==> config.mk <==
export PLATFORM = sky130hd
export DESIGN_NAME = msgpack_value_encoder_top
export DESIGN_NICKNAME = d
export VERILOG_FILES = /design/src/rtl/mve_pkg.sv /design/src/rtl/mve_front.sv /design/src/rtl/mve_queue.sv /design/src/rtl/mve_back.sv /design/src/rtl/msgpack_value_encoder_top.sv
export VERILOG_INCLUDE_DIRS = /design/src /design/src/rtl
export SDC_FILE = /design/constraint.sdc
export NUM_CORES = 1
export LEC_CHECK = 0
export ABC_AREA = 1
export BUFFER_PORTS_ARGS = -buffer_cell sky130_fd_sc_hd__buf_2
export CORE_ASPECT_RATIO = 0.9
export CORE_MARGIN = 2
export CORE_UTILIZATION = 40
export DETAILED_ROUTE_END_ITERATION = 16
export GPL_ROUTABILITY_DRIVEN = 0
export GPL_TIMING_DRIVEN = 0
export PLACE_DENSITY = 0.61
export SYNTH_ARGS = -nofsm -noshare
export SYNTH_HDL_FRONTEND = slang
export SYNTH_SLANG_ARGS = --single-unit
==> constraint.sdc <==
create_clock -name clk -period 5.4 [get_ports clk]
set_input_delay 1.08 -clock clk [delete_from_list [all_inputs] [get_ports clk]]
set_output_delay 1.08 -clock clk [all_outputs]
set_load 0.1 [all_outputs]
==> src/rtl/msgpack_value_encoder_top_defines.svh <==
// ----------------------------------------------------------------------------
// MessagePack value encoder: assertion macros
// Clocked assertion wrappers, compiled out when NO_ASSERTIONS is set.
// ----------------------------------------------------------------------------
`ifndef MSGPACK_VALUE_ENCODER_TOP_DEFINES_SVH
`define MSGPACK_VALUE_ENCODER_TOP_DEFINES_SVH

`ifndef NO_ASSERTIONS

// Checked while out of reset.
`define MVE_ASSERT(lbl, clk_s, rstn_s, prop, msg) \
  lbl: assert property (@(posedge clk_s) disable iff (!rstn_s) (prop)) else $error(msg);

// Checked on every edge, reset included.
`define MVE_ASSERT_ALWAYS(lbl, clk_s, prop, msg) \
  lbl: assert property (@(posedge clk_s) (prop)) else $error(msg);

`else

`define MVE_ASSERT(lbl, clk_s, rstn_s, prop, msg)
`define MVE_ASSERT_ALWAYS(lbl, clk_s, prop, msg)

`endif

`endif

==> src/rtl/mve_pkg.sv <==
// ----------------------------------------------------------------------------
// MessagePack value encoder package
// Modes, type bytes, queue sizing and the command passed front to back.
// ----------------------------------------------------------------------------
package mve_pkg;

  typedef enum logic [3:0] {
    MODE_NIL  = 4'd0,
    MODE_BOOL = 4'd1,
    MODE_UINT = 4'd2,
    MODE_INT  = 4'd3,
    MODE_STR  = 4'd4,
    MODE_BIN  = 4'd5,
    MODE_ARR  = 4'd6,
    MODE_MAP  = 4'd7,
    MODE_RAW  = 4'd8
  } mode_t;

  localparam logic [7:0] TB_NIL    = 8'hC0;
  localparam logic [7:0] TB_FALSE  = 8'hC2;
  localparam logic [7:0] TB_TRUE   = 8'hC3;
  localparam logic [7:0] TB_UINT8  = 8'hCC;
  localparam logic [7:0] TB_UINT16 = 8'hCD;
  localparam logic [7:0] TB_UINT32 = 8'hCE;
  localparam logic [7:0] TB_UINT64 = 8'hCF;
  localparam logic [7:0] TB_INT8   = 8'hD0;
  localparam logic [7:0] TB_INT16  = 8'hD1;
  localparam logic [7:0] TB_INT32  = 8'hD2;
  localparam logic [7:0] TB_INT64  = 8'hD3;
  localparam logic [7:0] TB_NEGFIX = 8'hE0;
  localparam logic [7:0] TB_FIXSTR = 8'hA0;
  localparam logic [7:0] TB_STR8   = 8'hD9;
  localparam logic [7:0] TB_STR16  = 8'hDA;
  localparam logic [7:0] TB_STR32  = 8'hDB;
  localparam logic [7:0] TB_BIN8   = 8'hC4;
  localparam logic [7:0] TB_BIN16  = 8'hC5;
  localparam logic [7:0] TB_BIN32  = 8'hC6;
  localparam logic [7:0] TB_FIXARR = 8'h90;
  localparam logic [7:0] TB_ARR16  = 8'hDC;
  localparam logic [7:0] TB_ARR32  = 8'hDD;
  localparam logic [7:0] TB_FIXMAP = 8'h80;
  localparam logic [7:0] TB_MAP16  = 8'hDE;
  localparam logic [7:0] TB_MAP32  = 8'hDF;

  // Trailing operand bytes after the lead byte: 0, 1, 2, 4 or 8.
  localparam int unsigned NB_W = 4;

  localparam int unsigned Q_DEPTH = 2;
  localparam int unsigned Q_PTR_W = (Q_DEPTH > 1) ? $clog2(Q_DEPTH) : 1;
  localparam int unsigned Q_CNT_W = $clog2(Q_DEPTH + 1);

  typedef struct packed {
    logic [7:0]      lead;
    logic [63:0]     value;
    logic [NB_W-1:0] nbytes;
  } cmd_t;

endpackage

==> src/rtl/mve_front.sv <==
// ----------------------------------------------------------------------------
// MessagePack encoder front end
// Accepts items, picks the shortest form, pushes one command per defined item.
// ----------------------------------------------------------------------------
module mve_front (
  input  logic              in_valid,
  output logic              in_stall,
  input  logic [3:0]        in_mode,
  input  logic [63:0]       in_value,
  input  logic              q_full,
  output logic              push,
  output mve_pkg::cmd_t     cmd
);
  import mve_pkg::*;

  logic        known;
  logic [31:0] len;

  assign len      = in_value[31:0];
  assign in_stall = q_full;

  always_comb begin
    known      = 1'b1;
    cmd.value  = in_value;
    cmd.lead   = 8'h00;
    cmd.nbytes = NB_W'(0);
    case (mode_t'(in_mode))
      MODE_NIL:  cmd.lead = TB_NIL;
      MODE_BOOL: cmd.lead = (in_value != 64'd0) ? TB_TRUE : TB_FALSE;
      MODE_UINT, MODE_INT: begin
        if (!in_value[63] || (mode_t'(in_mode) == MODE_UINT)) begin
          if (in_value[63:7] == 57'd0) begin
            cmd.lead = in_value[7:0];
          end else if (in_value[63:8] == 56'd0) begin
            cmd.lead = TB_UINT8;  cmd.nbytes = NB_W'(1);
          end else if (in_value[63:16] == 48'd0) begin
            cmd.lead = TB_UINT16; cmd.nbytes = NB_W'(2);
          end else if (in_value[63:32] == 32'd0) begin
            cmd.lead = TB_UINT32; cmd.nbytes = NB_W'(4);
          end else begin
            cmd.lead = TB_UINT64; cmd.nbytes = NB_W'(8);
          end
        end else begin
          if (&in_value[63:5]) begin
            cmd.lead = in_value[7:0];
          end else if (&in_value[63:7]) begin
            cmd.lead = TB_INT8;  cmd.nbytes = NB_W'(1);
          end else if (&in_value[63:15]) begin
            cmd.lead = TB_INT16; cmd.nbytes = NB_W'(2);
          end else if (&in_value[63:31]) begin
            cmd.lead = TB_INT32; cmd.nbytes = NB_W'(4);
          end else begin
            cmd.lead = TB_INT64; cmd.nbytes = NB_W'(8);
          end
        end
      end
      MODE_STR: begin
        if (len[31:5] == 27'd0) begin
          cmd.lead = TB_FIXSTR | {3'b000, len[4:0]};
        end else if (len[31:8] == 24'd0) begin
          cmd.lead = TB_STR8;  cmd.nbytes = NB_W'(1);
        end else if (len[31:16] == 16'd0) begin
          cmd.lead = TB_STR16; cmd.nbytes = NB_W'(2);
        end else begin
          cmd.lead = TB_STR32; cmd.nbytes = NB_W'(4);
        end
      end
      MODE_BIN: begin
        if (len[31:8] == 24'd0) begin
          cmd.lead = TB_BIN8;  cmd.nbytes = NB_W'(1);
        end else if (len[31:16] == 16'd0) begin
          cmd.lead = TB_BIN16; cmd.nbytes = NB_W'(2);
        end else begin
          cmd.lead = TB_BIN32; cmd.nbytes = NB_W'(4);
        end
      end
      MODE_ARR, MODE_MAP: begin
        if (len[31:4] == 28'd0) begin
          cmd.lead = ((mode_t'(in_mode) == MODE_ARR) ? TB_FIXARR : TB_FIXMAP)
                     | {4'h0, len[3:0]};
        end else if (len[31:16] == 16'd0) begin
          cmd.lead   = (mode_t'(in_mode) == MODE_ARR) ? TB_ARR16 : TB_MAP16;
          cmd.nbytes = NB_W'(2);
        end else begin
          cmd.lead   = (mode_t'(in_mode) == MODE_ARR) ? TB_ARR32 : TB_MAP32;
          cmd.nbytes = NB_W'(4);
        end
      end
      MODE_RAW: cmd.lead = in_value[7:0];
      default:  known = 1'b0;  // undefined modes produce nothing
    endcase
  end

  assign push = in_valid && !q_full && known;

endmodule

==> src/rtl/mve_queue.sv <==
// ----------------------------------------------------------------------------
// MessagePack encoder command queue
// Small FIFO decoupling the classifier from the byte serializer.
// ----------------------------------------------------------------------------
module mve_queue (
  input  logic          clk,
  input  logic          rst_n,
  input  logic          push,
  input  mve_pkg::cmd_t push_cmd,
  output logic          full,
  input  logic          pop,
  output logic          head_valid,
  output mve_pkg::cmd_t head_cmd
);
  import mve_pkg::*;

  localparam logic [Q_PTR_W-1:0] PTR_LAST = Q_PTR_W'(Q_DEPTH - 1);
  localparam logic [Q_CNT_W-1:0] CNT_FULL = Q_CNT_W'(Q_DEPTH);

  cmd_t               mem_r [Q_DEPTH];
  logic [Q_PTR_W-1:0] wr_ptr_r, wr_ptr_nxt;
  logic [Q_PTR_W-1:0] rd_ptr_r, rd_ptr_nxt;
  logic [Q_CNT_W-1:0] cnt_r, cnt_nxt;
  logic               do_push, do_pop;

  assign full       = (cnt_r == CNT_FULL);
  assign head_valid = (cnt_r != '0);
  assign head_cmd   = mem_r[rd_ptr_r];
  assign do_push    = push && !full;
  assign do_pop     = pop && head_valid;

  always_comb begin
    wr_ptr_nxt = wr_ptr_r;
    rd_ptr_nxt = rd_ptr_r;
    cnt_nxt    = cnt_r;
    if (do_push) begin
      wr_ptr_nxt = (wr_ptr_r == PTR_LAST) ? '0 : wr_ptr_r + Q_PTR_W'(1);
    end
    if (do_pop) begin
      rd_ptr_nxt = (rd_ptr_r == PTR_LAST) ? '0 : rd_ptr_r + Q_PTR_W'(1);
    end
    if (do_push && !do_pop) begin
      cnt_nxt = cnt_r + Q_CNT_W'(1);
    end else if (do_pop && !do_push) begin
      cnt_nxt = cnt_r - Q_CNT_W'(1);
    end
  end

  always_ff @(posedge clk) begin
    if (!rst_n) begin
      wr_ptr_r <= '0;
      rd_ptr_r <= '0;
      cnt_r    <= '0;
    end else begin
      wr_ptr_r <= wr_ptr_nxt;
      rd_ptr_r <= rd_ptr_nxt;
      cnt_r    <= cnt_nxt;
    end
  end

  always_ff @(posedge clk) begin
    if (do_push) begin
      mem_r[wr_ptr_r] <= push_cmd;
    end
  end

endmodule

==> src/rtl/mve_back.sv <==
// ----------------------------------------------------------------------------
// MessagePack encoder back end
// Walks the head command byte by byte into a registered output stage.
// ----------------------------------------------------------------------------
module mve_back (
  input  logic          clk,
  input  logic          rst_n,
  input  logic          head_valid,
  input  mve_pkg::cmd_t head_cmd,
  output logic          pop,
  output logic          out_valid,
  input  logic          out_stall,
  output logic [7:0]    out_byte,
  output logic          out_last
);
  import mve_pkg::*;
  `include "msgpack_value_encoder_top_defines.svh"

  logic [NB_W-1:0] idx_r, idx_nxt;
  logic            out_valid_r, out_valid_nxt;
  logic [7:0]      out_byte_r;
  logic            out_last_r;
  logic            load;
  logic            is_last;
  logic [NB_W-1:0] byte_sel;
  logic [63:0]     shifted;
  logic [7:0]      cur_byte;

  // Output register refills when empty or when its transaction completes.
  assign load    = head_valid && (!out_valid_r || !out_stall);
  assign is_last = (idx_r == head_cmd.nbytes);
  assign pop     = load && is_last;

  // Byte k after the lead is operand byte (nbytes - k), big-endian.
  assign byte_sel = head_cmd.nbytes - idx_r;
  assign shifted  = head_cmd.value >> {byte_sel[2:0], 3'b000};
  assign cur_byte = (idx_r == '0) ? head_cmd.lead : shifted[7:0];

  always_comb begin
    idx_nxt       = idx_r;
    out_valid_nxt = out_valid_r;
    if (load) begin
      idx_nxt       = is_last ? '0 : idx_r + NB_W'(1);
      out_valid_nxt = 1'b1;
    end else if (!out_stall) begin
      out_valid_nxt = 1'b0;
    end
  end

  always_ff @(posedge clk) begin
    if (!rst_n) begin
      idx_r       <= '0;
      out_valid_r <= 1'b0;
    end else begin
      idx_r       <= idx_nxt;
      out_valid_r <= out_valid_nxt;
    end
  end

  always_ff @(posedge clk) begin
    if (load) begin
      out_byte_r <= cur_byte;
      out_last_r <= is_last;
    end
  end

  assign out_valid = out_valid_r;
  assign out_byte  = out_byte_r;
  assign out_last  = out_last_r;

  // Mid-command the head must stay put until its last byte leaves.
  `MVE_ASSERT(a_mid_cmd_has_head, clk, rst_n, (idx_r != '0) |-> head_valid, "idx without head")
  `MVE_ASSERT(a_idx_range, clk, rst_n, head_valid |-> (idx_r <= head_cmd.nbytes), "idx overrun")
  `MVE_ASSERT(a_pop_restarts, clk, rst_n, pop |=> (idx_r == '0), "idx not cleared on pop")
  `MVE_ASSERT(a_pop_marks_last, clk, rst_n, pop |=> (out_valid_r && out_last_r), "last missing")

endmodule

==> src/rtl/msgpack_value_encoder_top.sv <==
// ----------------------------------------------------------------------------
// MessagePack value encoder, top level
// Turns (mode, value) items into big-endian MessagePack byte transactions.
// ----------------------------------------------------------------------------
//
//   channel  dir  handshake           payload
//   -------  ---  ------------------  ---------------------------------
//   in_      in   in_valid/in_stall   in_mode[3:0], in_value[63:0]
//   out_     out  out_valid/out_stall out_byte[7:0], out_last
//
// Each defined item yields 1 to 9 output transactions, one per cycle while
// out_stall is low; single-byte items (fixints, nil, bool, fix headers, raw
// bytes) flow at one per cycle while out_stall is low. A longer item occupies
// the serializer and keeps its queue entry until its last byte loads, so one
// more item is accepted while those bytes drain before in_stall rises. Each
// item passes through a queue entry, then the output register, to out_byte.
// rst_n is synchronous, active low; it empties the queue and output stage.
// out_stall freezes the output register; in_stall rises only when the queue
// is full. Undefined modes are accepted and produce no transaction.
//
module msgpack_value_encoder_top (
  input  logic        clk,
  input  logic        rst_n,
  input  logic        in_valid,
  output logic        in_stall,
  input  logic [3:0]  in_mode,
  input  logic [63:0] in_value,
  output logic        out_valid,
  input  logic        out_stall,
  output logic [7:0]  out_byte,
  output logic        out_last
);
  import mve_pkg::*;

  // Front-to-back command path.
  cmd_t push_cmd;
  cmd_t head_cmd;
  logic push;
  logic pop;
  logic q_full;
  logic head_valid;

  // Front: classify and choose the shortest encoding.
  mve_front u_front (
    .in_valid (in_valid),
    .in_stall (in_stall),
    .in_mode  (in_mode),
    .in_value (in_value),
    .q_full   (q_full),
    .push     (push),
    .cmd      (push_cmd)
  );

  // Queue: decouples input acceptance from multi-byte drain.
  mve_queue u_queue (
    .clk        (clk),
    .rst_n      (rst_n),
    .push       (push),
    .push_cmd   (push_cmd),
    .full       (q_full),
    .pop        (pop),
    .head_valid (head_valid),
    .head_cmd   (head_cmd)
  );

  // Back: emit lead byte then operand bytes, MSB first.
  mve_back u_back (
    .clk        (clk),
    .rst_n      (rst_n),
    .head_valid (head_valid),
    .head_cmd   (head_cmd),
    .pop        (pop),
    .out_valid  (out_valid),
    .out_stall  (out_stall),
    .out_byte   (out_byte),
    .out_last   (out_last)
  );

endmodule
# Word level (Yosys, flattened, before mapping)
# Memory sizes are Yosys's and may differ from the RTL's. A register that Yosys moved wholly into a read port is not among the register bits.
# Cells that the tools add are included.
# word_totals
wordCells	111
latchBits	0
input_bits	72
ff_bits	18
n_memories	1
mem_bits_rw	152
mem_bits_ro	0
# mem_list
name	words	word_bits	read_ports	rd_ports_with_merged_regs	wr	line	text
u_queue.mem_r	2	76	1	1	1	mve_queue.sv:20	cmd_t mem_r [Q_DEPTH];
# classes
mux	48
n_eq_ne	11
n_addsub	6
div	0
bitwise	1
multipliers	0
n_shift	1
magnitude_cmp	0
n_reduce_logical	36
# ops
op	count
two-way mux 8 bit	13
nonzero test 64 bit	1
right shift 64 x 6 -> 8 bit	1
AND reduction 59 bit	1
logical NOT 57 bit	1
AND reduction 57 bit	1
logical NOT 56 bit	1
one-hot mux 8 bit (7 select lines)	1
AND reduction 49 bit	1
logical NOT 48 bit	1
two-way mux 4 bit	12
AND reduction 33 bit	1
logical NOT 32 bit	1
logical NOT 28 bit	1
logical NOT 27 bit	1
logical NOT 24 bit	1
equality test 4 x 3 -> 1 bit (second input constant)	4
logical NOT 16 bit	1
one-hot mux 4 bit (4 select lines)	1
two-way mux 1 bit	13
two-way mux 2 bit	5
OR reduction 9 bit	1
equality test 4 x 2 -> 1 bit (second input constant)	2
logical AND 1 bit	8
18 further kinds	29

# Depth between registers and ports, before layout
# logic_depth
word_depth	9
ltp_mapped	14
depth_no_buf	12

# Hierarchy
# A second synthesis with hierarchy kept.
# unflattened
cells_unflattened	1021
area_unflattened_um2	9661.8
# modules_own_cells
module	instances	cells_each	seq_area_each_um2	area_per_inst_um2
mve_queue	1	273	4664.5	5879.4
mve_front	1	443	0.0	2099.5
mve_back	1	305	370.4	1682.9

# Worst setup path before layout
# OpenSTA, ideal clock, no wires.
# synth_timing
path_kind	input-to-reg
startpoint	input port in_mode[1]
endpoint	memory u_queue.mem_r[1][0] (netlist name) (enable)
path_stages	7
t_arrival_ns	4.851
n_path_buf	0
setup_slack_ns	0.037
path_cell_list	nor2_1 -> nand2_1 -> nand2_1 -> nand2_1 -> nor2_1 -> inv_1 -> nor2_1
# synth_via
elab_chain_len	7
word_cells_on_any_way	15
cone_classes	eq/ne (8); mux (3); reduce/logical (4)
# synth_lines
item	line	text
start, declared	msgpack_value_encoder_top.sv:26	input logic [3:0] in_mode,
equality test 4 x 1 -> 1 bit, or another cell as far along	mve_front.sv:27	case (mode_t'(in_mode))
OR reduction 9 bit (no line) *	-	
two-way mux 1 bit *	mve_front.sv:27	
logical AND 1 bit *	mve_front.sv:94	assign push = in_valid && !q_full && known;
logical AND 1 bit *	mve_queue.sv:29	assign do_push = push && !full;
via u_queue.do_push	mve_queue.sv:24	logic do_push, do_pop;
two-way mux 1 bit *	mve_queue.sv:62	if (do_push) begin
two-way mux 1 bit (not written as such) *	mve_queue.sv:63	mem_r[wr_ptr_r] <= push_cmd;
end, declared	mve_queue.sv:20	
# Mark *: on every way through the listed nets, which the timed path passes. The rest lies on a longest branch.

==> qor.csv <==
metric;value;unit
Net Count, Synth;981;
setup violators final;0;
crit path capture type;flop;
post-synth cell types;36;
WL final;23400;um
CP cell instances;buf_4 > clkbuf_1 > buf_2 > mux2i_1 > ha_1 > inv_1 > fa_1 > clkbuf_1 > inv_1 > clkbuf_1 > nand2_1 > nand3_1 > nand3_1 > nand2_1;
Data arrival, critical path;4.20;ns
Starting Density;40.5;%
# Post-CTS Setup Buffers;0;
DR vias;6761;
H-tree depth;4;
# IOs;83;
detailed placer's ending HPWL;17500;um
met1 WL;10200;um
cells resized by post-CTS repair;0;
post-synthesis register bit count;171;
DRT iter0 DRCs;668;
Syn Std Cell Area;8390;um^2
post-synth top area cell;edfxtp_1;
Final ANT Viol Nets;0;
multi-input logic area;2990;um^2
combinational share of power;23.8;%
Synth top cells by count;233 x nand2_1, 199 x nor2_1, 161 x edfxtp_1;
die area;22100;um^2
site row count;50;
clk sink count;171;
Synth area leaders;edfxtp_1 58%, nand2_1 10%, nor2_1 8.9%;
Fill cells;1970;
sequential share of the synthesized area;60.0;%
predominant post-synthesis flop cell;edfxtp_1;
die span in x;157;um
Clock Tree Buf Depth;2;
# diodes;0;
Die Span Y;141;um
maximum vdd drop;0.000199;V
DR top layer;met5;
most frequent CP cell;clkbuf_1;
status;complete, no violations;
core footprint;20700;um^2
Hold Path Class;reg2reg;
initial antenna violation count;1;
crit path kind;reg2reg;
Root Buffer;clkbuf_16;
RSZ-0062 raised after global routing;no;
met2 WL post-DR;10900;um
Mapped Cells;903;
fraction of layout cells with a size suffix above 1;13.2;%
clk_skew;0.0151;ns
routed length per instance;17.9;um
Worst Path Max Fanout;10;
Clk pwr share;31.6;%
most frequent cell after synthesis;nand2_1;
Clock Latency Late Sink;0.43;ns
final period utilization;74.4;%
total area of sequential cells;5030;um^2
CTS clock-pin slew for the worst setup and hold paths;0.07;ns
sw power;1180;uW
worst hold slack;0.482;ns
Pwr Density;362;nW/um^2
Final Max Tran Viols;0;
Port-buffer cells;82;
Hold Vio Cnt, Final;0;
crit path time final;4.02;ns
synth warn;0;
switching part of the total;33.3;%
Post-route DRC;0;
share of the synthesized area in the top cell type;57.7;%
via/cell ratio;5.17;
max cap viols;0;
CP required;5.58;ns
Setup crit start kind;flop;
first-pass GRT wire length;35400;um
GRT overflow;0;
Final nets;1086;
Seq pwr share;44.6;%
vias in the first global route;6418;
CP max stage cell;fa_1;
Max Fclk;249;MHz
Power Internal;2360;uW
Area growth syn-to-layout;16.7;%
Avg Cell Area, Syn;9.29;um^2
number of CTS-inserted buffers;17;
cts-stage hold buffer count;0;
CTS tree;built;
Slew HR;42.6;%
Post-synth EDFFs;161;
slowest stage delay, CP;0.50;ns
Static Leak;0.00373;uW
DRT Pass-1 Iters;5;
Met3 Wirelength;1730;um
GRT Util Overall;21.7;%
FFs w/ async S/R, synth;0;%
largest net degree at the start of global routing;31;
Worst Max-Slew Pin Slew;0.858;ns
Final Core Density;47.3;%
## per-layer routing
| metal | up-vias | GRT usage, % |
|---|---|---|
| met5 | - | 0 |
| met4 | 2 | 6.71 |
| met3 | 32 | 4.46 |
| met2 | 262 | 34.6 |
| met1 | 3190 | 30.0 |
| li1 | 3275 | - |
## power groups by stage
stage | Sequential [uW] | Clock (uW) | Combinational, uW
after floorplan | 1750 | 0 | 413
after global placement | 1620 | 0 | 816
after detailed placement | 1610 | 0 | 832
after CTS | 1580 | 1130 | 838
after global routing | 1590 | 1190 | 913
final | 1580 | 1120 | 843
## worst max-delay path, delay by kind of cell, from the launching register on
| family | cells | cell delay (ns) |
|---|---|---|
| fa+ha+maj | 2 | 0.67 |
| buf+inv | 7 | 1.89 |
| flops | 1 | 0.47 |
| mux | 1 | 0.26 |
| simple gates | 4 | 0.48 |
## metrics by stage
stage | TNS (ns) | cell area, um^2 | power [uW] | setup WS [ns] | cells
2_1_floorplan | 0 | 8390 | 2170 | 0.0367 | 903
3_3_place_gp | -330.78 | 9150 | 2440 | -2.20 | 1271
3_5_place_dp | 0 | 9250 | 2440 | 1.40 | 1275
4_1_cts | 0 | 9790 | 3550 | 1.38 | 1307
5_1_grt | 0 | 9790 | 3690 | 1.15 | 1307
6_report | 0 | 9790 | 3540 | 1.38 | 1307
## kinds of logic after synthesis
| kind of cell | Yosys count | synth area share [%] |
|---|---|---|
| XOR/XNOR | 3 | 0.761 |
| multiplexers | 17 | 2.03 |
| adder cells (fa/ha/maj) | 6 | 0.985 |
| flip-flops | 171 | 60.0 |
| AO/OA/AOI/OAI | 102 | 7.37 |
| AND/OR/NAND/NOR | 510 | 24.4 |
| buffers and inverters | 94 | 4.46 |
## final cells by class
cell class                      instances  share of cell area, %
Tap cell                              286                   3.66
Sequential cell                       171                   51.5
Timing Repair Buffer                   86                   5.01
Inverter                               70                   2.71
Clock inverter                         15                   1.14
Buffer                                 24                   1.11
Multi-Input combinational cell        638                   30.6
Clock buffer                           17                   4.35
## flip-flops by register name, summed over array words and instances (netlist names), named ones only
signal	count
u_back.out_last	1
u_queue.mem_r	152
u_queue.wr_ptr_r	1
u_back.out_valid	1
u_back.out_byte	8
u_queue.rd_ptr_r	1
u_back.idx_r	4
u_queue.cnt_r	2
## path summary, 6_finish.rpt
path	start	end	slack, ns	cells after the start
max	flop	u_back.out_byte[5]$_DFFE_PP_	1.38	14
min	u_queue.rd_ptr_r$_SDFFE_PN0P_	u_queue.rd_ptr_r$_SDFFE_PN0P_	0.48	2
max reg2reg	flop	u_back.out_byte[5]$_DFFE_PP_	1.38	14
min reg2reg	u_queue.rd_ptr_r$_SDFFE_PN0P_	u_queue.rd_ptr_r$_SDFFE_PN0P_	0.48	2
## placed cells by master, fill, tap and decap left out, types with 2 or more instances in the layout
cell / n
o21ai_0: 50
clkbuf_1: 12
nand3_1: 52
inv_1: 68
clkbuf_16: 17
clkinv_2: 2
nor2_1: 197
dfxtp_1: 10
nor4_1: 2
nand2_1: 233
edfxtp_1: 161
clkinv_1: 2
o32ai_1: 16
buf_4: 3
o22ai_1: 16
nand3b_1: 2
clkinvlp_4: 4
and2_1: 2
buf_12: 4
buf_1: 3
nor3_1: 7
mux2i_1: 17
a21oi_1: 12
ha_1: 5
buf_2: 88
nand4_1: 11
inv_6: 6
a22oi_1: 2
nor2_4: 2
No activity file was read; power rests on OpenSTA's default activity.
